===== src/rtl/core/lpcd_pkg.sv =====
package lpcd_pkg;

  // Field widths of the command stream
  localparam int unsigned CodeW = 8;
  localparam int unsigned LenW  = 16;
  localparam int unsigned ByteW = 8;

  // Default number of length bytes per frame header
  localparam int unsigned LengthBytesDefault = 2;

  // Reset values and the padding byte
  localparam logic [LenW-1:0]  MaxPayloadReset = 16'd64;
  localparam logic [CodeW-1:0] CodeReset       = 8'hFF;
  localparam logic [ByteW-1:0] PadByte         = 8'h00;

  // One result of the parser
  typedef struct packed {
    logic [CodeW-1:0] command_code;
    logic [LenW-1:0]  payload_length;
    logic             has_payload;
    logic [ByteW-1:0] payload_byte;
    logic [LenW-1:0]  byte_index;
    logic             frame_last;
    logic             overflow;
  } lpcd_res_t;

endpackage


===== src/rtl/core/lpcd_parser.sv =====
module lpcd_parser #(
  parameter int unsigned LENGTH_BYTES = lpcd_pkg::LengthBytesDefault
) (
  input  logic                        clk_i,
  input  logic                        rst_ni,
  input  logic [lpcd_pkg::LenW-1:0]   max_payload_i,
  input  logic                        byte_valid_i,
  input  logic [lpcd_pkg::ByteW-1:0]  byte_i,
  output logic                        res_valid_o,
  output lpcd_pkg::lpcd_res_t         res_o
);
  import lpcd_pkg::*;

  localparam int unsigned LenCntW = (LENGTH_BYTES > 1) ? $clog2(LENGTH_BYTES) : 1;
  localparam logic [LenCntW-1:0] LenCntLast = LenCntW'(LENGTH_BYTES - 1);

  typedef enum logic [1:0] {
    ST_IDLE,
    ST_LEN,
    ST_DATA
  } state_e;

  state_e               state_q, state_d;
  logic [CodeW-1:0]     code_q, code_d;
  logic [LenW-1:0]      len_q, len_d;
  logic [LenCntW-1:0]   len_cnt_q, len_cnt_d;
  logic [LenW-1:0]      idx_q, idx_d;

  logic [LenW-1:0]      len_merged;
  logic                 data_last;
  logic                 data_ovf;

  // Merge the incoming length byte at its little-endian position
  assign len_merged = len_q | (LenW'(byte_i) << {len_cnt_q, 3'b000});
  assign data_last  = ({1'b0, idx_q} + 17'd1) == {1'b0, len_q};
  assign data_ovf   = idx_q >= max_payload_i;

  // Next state and result for one accepted byte
  always_comb begin
    state_d     = state_q;
    code_d      = code_q;
    len_d       = len_q;
    len_cnt_d   = len_cnt_q;
    idx_d       = idx_q;
    res_valid_o = 1'b0;
    res_o       = '{command_code: code_q, payload_length: len_q, has_payload: 1'b0,
                    payload_byte: '0, byte_index: '0, frame_last: 1'b0,
                    overflow: 1'b0};
    if (byte_valid_i) begin
      unique case (state_q)
        ST_LEN: begin
          len_d     = len_merged;
          len_cnt_d = len_cnt_q + LenCntW'(1);
          if (len_cnt_q == LenCntLast) begin
            if (len_merged == '0) begin
              // Empty frame: one result, no payload
              res_valid_o         = 1'b1;
              res_o.frame_last    = 1'b1;
              state_d             = ST_IDLE;
            end else begin
              state_d = ST_DATA;
              idx_d   = '0;
            end
          end
        end
        ST_DATA: begin
          res_valid_o        = 1'b1;
          res_o.has_payload  = 1'b1;
          res_o.payload_byte = byte_i;
          res_o.byte_index   = idx_q;
          res_o.frame_last   = data_last;
          res_o.overflow     = data_ovf;
          idx_d              = idx_q + LenW'(1);
          if (data_last) begin
            state_d = ST_IDLE;
          end
        end
        default: begin
          // Idle: skip padding, otherwise open a frame
          if (byte_i != PadByte) begin
            code_d    = byte_i;
            len_d     = '0;
            len_cnt_d = '0;
            state_d   = ST_LEN;
          end
        end
      endcase
    end
  end

  // Hold parser state
  always_ff @(posedge clk_i or negedge rst_ni) begin
    if (!rst_ni) begin
      state_q   <= ST_IDLE;
      code_q    <= CodeReset;
      len_q     <= '0;
      len_cnt_q <= '0;
      idx_q     <= '0;
    end else begin
      state_q   <= state_d;
      code_q    <= code_d;
      len_q     <= len_d;
      len_cnt_q <= len_cnt_d;
      idx_q     <= idx_d;
    end
  end

  a_empty_is_last: assert property (@(posedge clk_i) disable iff (!rst_ni)
    (res_valid_o && !res_o.has_payload) |-> (res_o.frame_last && res_o.payload_length == '0))
    else $error("empty-frame result without last mark or with nonzero length");

  a_ovf_needs_payload: assert property (@(posedge clk_i) disable iff (!rst_ni)
    (res_valid_o && res_o.overflow) |-> res_o.has_payload)
    else $error("overflow flagged on a result without payload");

  a_data_len_nonzero: assert property (@(posedge clk_i) disable iff (!rst_ni)
    (state_q == ST_DATA) |-> (len_q != '0))
    else $error("payload phase entered with zero length");

  a_index_in_frame: assert property (@(posedge clk_i) disable iff (!rst_ni)
    (res_valid_o && res_o.has_payload) |-> (res_o.byte_index < res_o.payload_length))
    else $error("payload index beyond declared length");

endmodule


===== src/rtl/core/length_prefixed_command_deframer.sv =====
// A byte that yields a result shows on the master side in the cycle after acceptance.
// Throughput: one byte per cycle while the output register is empty or draining; the parser
// state steps once per byte; the one-deep output register refills in the cycle it drains.
// Reset: asynchronous, active low; parser returns to idle, command id reads 255,
// max_payload_bytes returns to 64 and the output register empties.
module length_prefixed_command_deframer #(
  parameter int unsigned LENGTH_BYTES = lpcd_pkg::LengthBytesDefault
) (
  input  logic                          clk_i,
  input  logic                          rst_ni,
  // Configuration: max_payload_bytes
  input  logic                          cfg_we_i,
  input  logic [lpcd_pkg::LenW-1:0]     cfg_wdata_i,
  // Slave side
  input  logic                          s_axis_tvalid,
  output logic                          s_axis_tready,
  input  logic [7:0]                    s_axis_tdata,   // [7:0] rx_byte
  // Master side
  output logic                          m_axis_tvalid,
  input  logic                          m_axis_tready,
  // [7:0] command_code, [23:8] payload_length, [31:24] payload_byte, [47:32] byte_index
  output logic [47:0]                   m_axis_tdata,
  output logic                          m_axis_tlast,   // frame_last
  output logic [1:0]                    m_axis_tuser    // [0] has_payload, [1] overflow
);
  import lpcd_pkg::*;

  logic [LenW-1:0] max_payload_q;
  logic            in_fire;
  logic            res_valid;
  lpcd_res_t       res;
  logic            out_valid_q;
  lpcd_res_t       out_q;

  // Take a byte whenever the output slot is free or draining
  assign s_axis_tready = !out_valid_q || m_axis_tready;
  assign in_fire       = s_axis_tvalid && s_axis_tready;

  // Capacity register
  always_ff @(posedge clk_i or negedge rst_ni) begin
    if (!rst_ni) begin
      max_payload_q <= MaxPayloadReset;
    end else if (cfg_we_i) begin
      max_payload_q <= cfg_wdata_i;
    end
  end

  lpcd_parser #(
    .LENGTH_BYTES (LENGTH_BYTES)
  ) u_parser (
    .clk_i         (clk_i),
    .rst_ni        (rst_ni),
    .max_payload_i (max_payload_q),
    .byte_valid_i  (in_fire),
    .byte_i        (s_axis_tdata[ByteW-1:0]),
    .res_valid_o   (res_valid),
    .res_o         (res)
  );

  // Output register: load a new result or drop the taken one
  always_ff @(posedge clk_i or negedge rst_ni) begin
    if (!rst_ni) begin
      out_valid_q <= 1'b0;
    end else if (s_axis_tready) begin
      out_valid_q <= in_fire && res_valid;
    end
  end

  always_ff @(posedge clk_i) begin
    if (in_fire && res_valid) begin
      out_q <= res;
    end
  end

  assign m_axis_tvalid = out_valid_q;
  assign m_axis_tdata  = {out_q.byte_index, out_q.payload_byte,
                          out_q.payload_length, out_q.command_code};
  assign m_axis_tlast  = out_q.frame_last;
  assign m_axis_tuser  = {out_q.overflow, out_q.has_payload};

endmodule


===== config.mk =====
export PLATFORM = sky130hd
export DESIGN_NAME = length_prefixed_command_deframer
export DESIGN_NICKNAME = d
export VERILOG_FILES = /design/src/rtl/core/lpcd_pkg.sv /design/src/rtl/core/lpcd_parser.sv /design/src/rtl/core/length_prefixed_command_deframer.sv
export SDC_FILE = /design/constraint.sdc
export NUM_CORES = 1
export LEC_CHECK = 0
export BUFFER_PORTS_ARGS = -buffer_cell sky130_fd_sc_hd__buf_2
export CORE_UTILIZATION = 50
export CTS_CLUSTER_SIZE = 28
export DETAILED_ROUTE_END_ITERATION = 7
export HOLD_SLACK_MARGIN = 0.02
export PLACE_DENSITY = 0.71
export SETUP_SLACK_MARGIN = 0.5
export SYNTH_ARGS = -nofsm -noshare
export SYNTH_HDL_FRONTEND = slang
export SYNTH_HIERARCHICAL = 1
export SYNTH_SLANG_ARGS = --single-unit

===== constraint.sdc =====
create_clock -name clk_i -period 5.3 [get_ports clk_i]
set_clock_uncertainty 0.05 [all_clocks]
set_input_delay 1.06 -clock clk_i [delete_from_list [all_inputs] [get_ports clk_i]]
set_output_delay 1.06 -clock clk_i [all_outputs]
set_load 0.03 [all_outputs]

## Word level (Yosys, flattened, before mapping)

Cells that the tools add are included.

- Add/sub/neg operators: 3
- Magnitude comparators: 1
- Equal/unequal tests: 6
- Shift-type cells: 1
- Mux-type cells: 18
- Bitwise logic cells: 3
- Reductions and logical operators: 15

Operators with widths:

| kind | count |
|---|---|
| case mux 16 bit (2 select lines) | 2 |
| two-way mux 16 bit | 3 |
| two-way mux 25 bit | 1 |
| adder 16 x 1 -> 17 bit, second input constant | 1 |
| == test 17 x 16 -> 1 bit | 1 |
| adder 16 x 1 -> 16 bit, second input constant | 1 |
| greater-or-equal comparator 16 bit | 1 |
| zero test 16 bit | 1 |
| bitwise OR 16 bit | 1 |
| << shifter 8 x 4 -> 16 bit | 1 |
| two-way mux 2 bit | 4 |
| AND reduction 4 bit | 2 |
| nonzero test 8 bit | 1 |
| case mux 1 bit (2 select lines) | 3 |
| AND reduction 3 bit | 2 |
| two-way mux 1 bit | 4 |
| != test 2 x 1 -> 1 bit, second input constant | 2 |
| case mux 2 bit (2 select lines) | 1 |
| nonzero test 2 bit | 2 |
| nonzero test 3 bit | 1 |
| == test 2 x 1 -> 1 bit, second input constant | 1 |
| == test 2 bit, second input constant | 1 |
| logical AND 1 bit | 2 |
| != test 2 bit, second input constant | 1 |
| 6 further kinds | 7 |

- Register bits: 111
- Output and inout bits: 53
- Logic and storage cells: 61

## Logic depth before layout (Yosys ltp)

- Depth in word-level cells: 8
- Gate-level depth with buffers: 10

## Hierarchy

The synthesis kept the hierarchy.

By module, submodules not included:

| module | times used | cells each | area each (µm²) |
|---|---|---|---|
| lpcd_parser | 1 | 382 | 3,224.3 |
| length_prefixed_command_deframer | 1 | 91 | 2,233.4 |

## Worst setup path after synthesis

OpenSTA, ideal clock, no wires.

- Path type: input port to flip-flop
- From: input port m_axis_tready
- To: register out_q, in the netlist m_axis_tdata[0] (enable)
- Setup time: 466 ps
- Arrival time: 4,379 ps
- Setup slack: 405 ps
- Cell stages on the path: 7
- Buffers on the path: 1
- Cells stage by stage: nand2b_1 > and2_1 > clkbuf_1 > nand2b_1 > a21oi_1 > nand2_1 > nor2b_1

- Longest elaborated chain between the ends: 4

RTL lines:

| item | line | text |
|---|---|---|
| start: declaration | length_prefixed_command_deframer.sv:20 | `input logic m_axis_tready,` |
| logical OR 1 bit | length_prefixed_command_deframer.sv:36 | `assign s_axis_tready = !out_valid_q \|\| m_axis_tready;` |
| logical AND 1 bit | length_prefixed_command_deframer.sv:37 | `assign in_fire = s_axis_tvalid && s_axis_tready;` |
| named net in_fire | length_prefixed_command_deframer.sv:29 | `logic in_fire;` |
| two-way mux 1 bit | lpcd_parser.sv:49 | `if (byte_valid_i) begin` |
| named net res_valid | length_prefixed_command_deframer.sv:30 | `logic res_valid;` |
| logical AND 1 bit | length_prefixed_command_deframer.sv:70 | `if (in_fire && res_valid) begin` |
| end signal: assignment | length_prefixed_command_deframer.sv:71 | `out_q <= res;` |
| end: declaration | length_prefixed_command_deframer.sv:33 | `lpcd_res_t out_q;` |

The timed path passes the listed nets, and every way through them passes these cells.
A chain may end at the register's enable or synchronous reset.

## Worst setup path in the final report

- From: input port m_axis_tready
- To: register u_parser.idx_q[6]

- Longest elaborated chain between the ends: 3

RTL lines:

| item | line | text |
|---|---|---|
| logical OR 1 bit | length_prefixed_command_deframer.sv:36 |  |
| logical AND 1 bit | length_prefixed_command_deframer.sv:37 |  |
| named net in_fire | length_prefixed_command_deframer.sv:29 |  |
| AND reduction 4 bit (no line) | - |  |
| end signal: assignment | lpcd_parser.sv:104 | `idx_q <= idx_d;` |
| end: declaration | lpcd_parser.sv:27 | `logic [LenW-1:0] idx_q, idx_d;` |

The timed path passes the listed nets, and every way through them passes these cells.

==> flow_summary.json <==
{
  "status": "finished, final reports clean",
  "ctsResizeCount": 0,
  "p_int_mw": 1.56,
  "first_pass_iters": 5,
  "final-max-slew-violation-count": 0,
  "relSlewSlack": 0.298,
  "p_clk_frac": 0.195,
  "fin_crit_sh": 0.622,
  "dieArea_um2": 11300,
  "hold_buffers": 0,
  "seqPwrFrac": 0.525,
  "met2_usage": 0.377,
  "grt.busiest_layer": "met2",
  "gp_congestion": 0.825,
  "syn2layout_area_growth_pct": 11.1,
  "nFillCells": 903,
  "netlist_instances": 473,
  "ys_seq_elements": 111,
  "setup-violations-final": 0,
  "clk_pin_slew_ns": 0.09,
  "drc_errors": 0,
  "cts_buffers": 9,
  "multi_input_area_um2": 2160,
  "diodes": 0,
  "nets": 587,
  "setup_tns_ns": 0,
  "clockRootBuffer": "clkbuf_8",
  "critPathRequiredTime_ns": 5.51,
  "synth.distinct_cells": 55,
  "wire_per_inst_um": 18.1,
  "antenna_left": 0,
  "tightest_slew_ns": 1.05,
  "avgSynthCellArea_um2": 11.5,
  "async_flop_share": 0.541,
  "dieWidth_um": 106,
  "via_per_inst": 5.89,
  "io_pins": 82,
  "wl_um": 12300,
  "final_layout_size_suffix_gt1_frac": 0.254,
  "crit_type": "in2reg",
  "use_met1": 0.304,
  "end_kind": "register",
  "die_h_um": 106,
  "cts_buffer_depth": 2,
  "grt_max_degree": 61,
  "synthesis.area_um2": 5460,
  "htreeDepth": 3,
  "num_rows": 37,
  "hpwl_um": 8470,
  "critical_path_arrival_ns": 3.50,
  "clock_latency_ns": 0.39,
  "drt_iter0_drc": 264,
  "timing.fmax_ghz": 0.303,
  "yosysWarnings": 6,
  "grt_use_met3": 0.0460,
  "synth_area_leaders": "edfxtp_1 28%, dfrtp_1 23%, ha_1 4.4%, dfstp_2 4.3%, a21oi_1 3.2%",
  "ir_worst_vdd_mv": 0.187,
  "clock_sinks": 111,
  "period_minus_slack_ns": 3.30,
  "ys.flop_type": "edfxtp_1",
  "antenna_found_initial": 0,
  "synth-seq-area-share": 0.558,
  "grt_pass1_wl_um": 20100,
  "dr_total_vias": 4003,
  "yosysTopAreaCell": "edfxtp_1",
  "crit_fanout": 30,
  "fin_ws_ns": 2.00,
  "synth_edf_count": 51,
  "layout_common_cells": "81 x buf_2, 51 x edfxtp_1, 51 x dfrtp_1",
  "start_util": 0.522,
  "holdCritPathClass": "reg2reg",
  "hold_viol": 0,
  "start_kind": "input pin",
  "cts_setup_buffers": 0,
  "place_ws_ns": 1.67,
  "grt-ovfl-total": 0,
  "synth_top_area_share": 0.281,
  "drv_cap": 0,
  "grt_pass1_vias": 3941,
  "portBuffers": 81,
  "switching_share": 0.362,
  "core_area_um2": 10500,
  "p_switching_uw": 885,
  "layout_commonest_cell": "buf_2",
  "p_leak_nw": 2.67,
  "power_frac_comb": 0.280,
  "powerDensity_nw_per_um2": 403,
  "rsz0062_at_grt": "no",
  "syn-num-nets": 521,
  "cts_tree": "built",
  "grt_use_total": 0.232,
  "seq_area_um2": 3040
}
power by group through the flow:
stage | combinational, mW | sequential, mW | clock [mW]
after floorplan | 0.516 | 1.24 | 0
after global placement | 0.643 | 1.28 | 0
after detailed placement | 0.670 | 1.30 | 0
after CTS | 0.675 | 1.28 | 0.488
after global routing | 0.753 | 1.30 | 0.517
final | 0.683 | 1.28 | 0.477
logic make-up (layout without fill, tap and decap cells):
family          after synthesis  count (layout)  synth area share
compound gates               98              98             0.111
xor+xnor                     17              17            0.0273
fa+ha+maj                    19              19            0.0436
buf+inv                      52             123            0.0484
flops                       111             111             0.558
mux                          25              25            0.0582
simple gates                151             151             0.154
synthesized netlist by cell type (2+ instances only):
master,instances
nor2b_1,5
xor2_1,7
o21a_1,2
xnor2_1,10
nor4_1,6
nand4_1,13
and2_1,4
dfstp_2,9
o31ai_1,8
or3_1,3
edfxtp_1,51
nand4b_1,3
inv_1,24
mux2_2,14
nand3_1,15
mux2_4,10
clkbuf_1,11
a21o_1,6
dfrtp_1,51
nor4b_1,2
nor2_1,31
nor3_1,3
a21boi_0,2
o21ai_0,29
a211oi_1,2
buf_6,3
o311ai_0,2
buf_2,6
buf_4,6
and4b_1,2
nand2b_1,6
and3_1,28
and4_1,2
nand2_1,20
nor3b_1,4
a31oi_1,2
ha_1,19
a21oi_1,35
flip-flops by register name (all words and copies together), names as in the netlist:
register and count:
max_payload_q 16, u_parser/code_q 8, u_parser/len_cnt_q 1, m_axis_tuser 2
m_axis_tvalid 1, u_parser/state_q 2, u_parser/idx_q 16, m_axis_tdata 48
u_parser/len_q 16, m_axis_tlast 1
per-layer routing:
layer	routed length, µm	share of wire
met2	6010	0.49
met1	5310	0.43
met4	217	0.018
met3	795	0.064
met5	0	0
metrics by stage:
stage | utilization | hold slack, ns | instances | power, mW | instance area [µm²]
finish | 0.580 | 0.470 | 680 | 2.44 | 6060
global route | 0.580 | 0.476 | 680 | 2.57 | 6060
CTS | 0.580 | 0.473 | 680 | 2.44 | 6060
detailed placement | 0.562 | 0.450 | 664 | 1.97 | 5880
global placement | 0.562 | 0.445 | 664 | 1.93 | 5880
floorplan | - | 0.431 | 473 | 1.76 | 5460
final cells by class:
cell class | instances | share of cell area
Clock inverter | 6 | 0.00908
Tap cell | 136 | 0.0281
Timing Repair Buffer | 83 | 0.0693
Sequential cell | 111 | 0.502
Inverter | 24 | 0.0149
Clock buffer | 10 | 0.0210
Multi-Input combinational cell | 310 | 0.356
path summary, 6_finish.rpt:
check | slack [ns] | depth (start not counted) | startpoint | endpoint
worst max register to register | 2.22 | 7 | u_parser/state_q[0] | m_axis_tdata[38]
worst min register to register | 0.47 | 1 | max_payload_q[3] | max_payload_q[3]
max in group asynchronous | 3.90 | 2 | rst_ni | u_parser/len_q[15]
worst max-delay path | 2.00 | 7 | m_axis_tready | u_parser/idx_q[6]
min in group asynchronous | 0.78 | 2 | rst_ni | max_payload_q[1]
worst min-delay path | 0.47 | 1 | max_payload_q[3] | max_payload_q[3]
worst max-delay path: stages:
cell and delay (ns):
buf_2 0.07, nand2b_1 0.14, and2_1 0.75, a21boi_0 0.54, o21ai_1 0.51, o21ai_0 0.32, o31ai_1 0.10
Power figures use the tool's default switching activity.
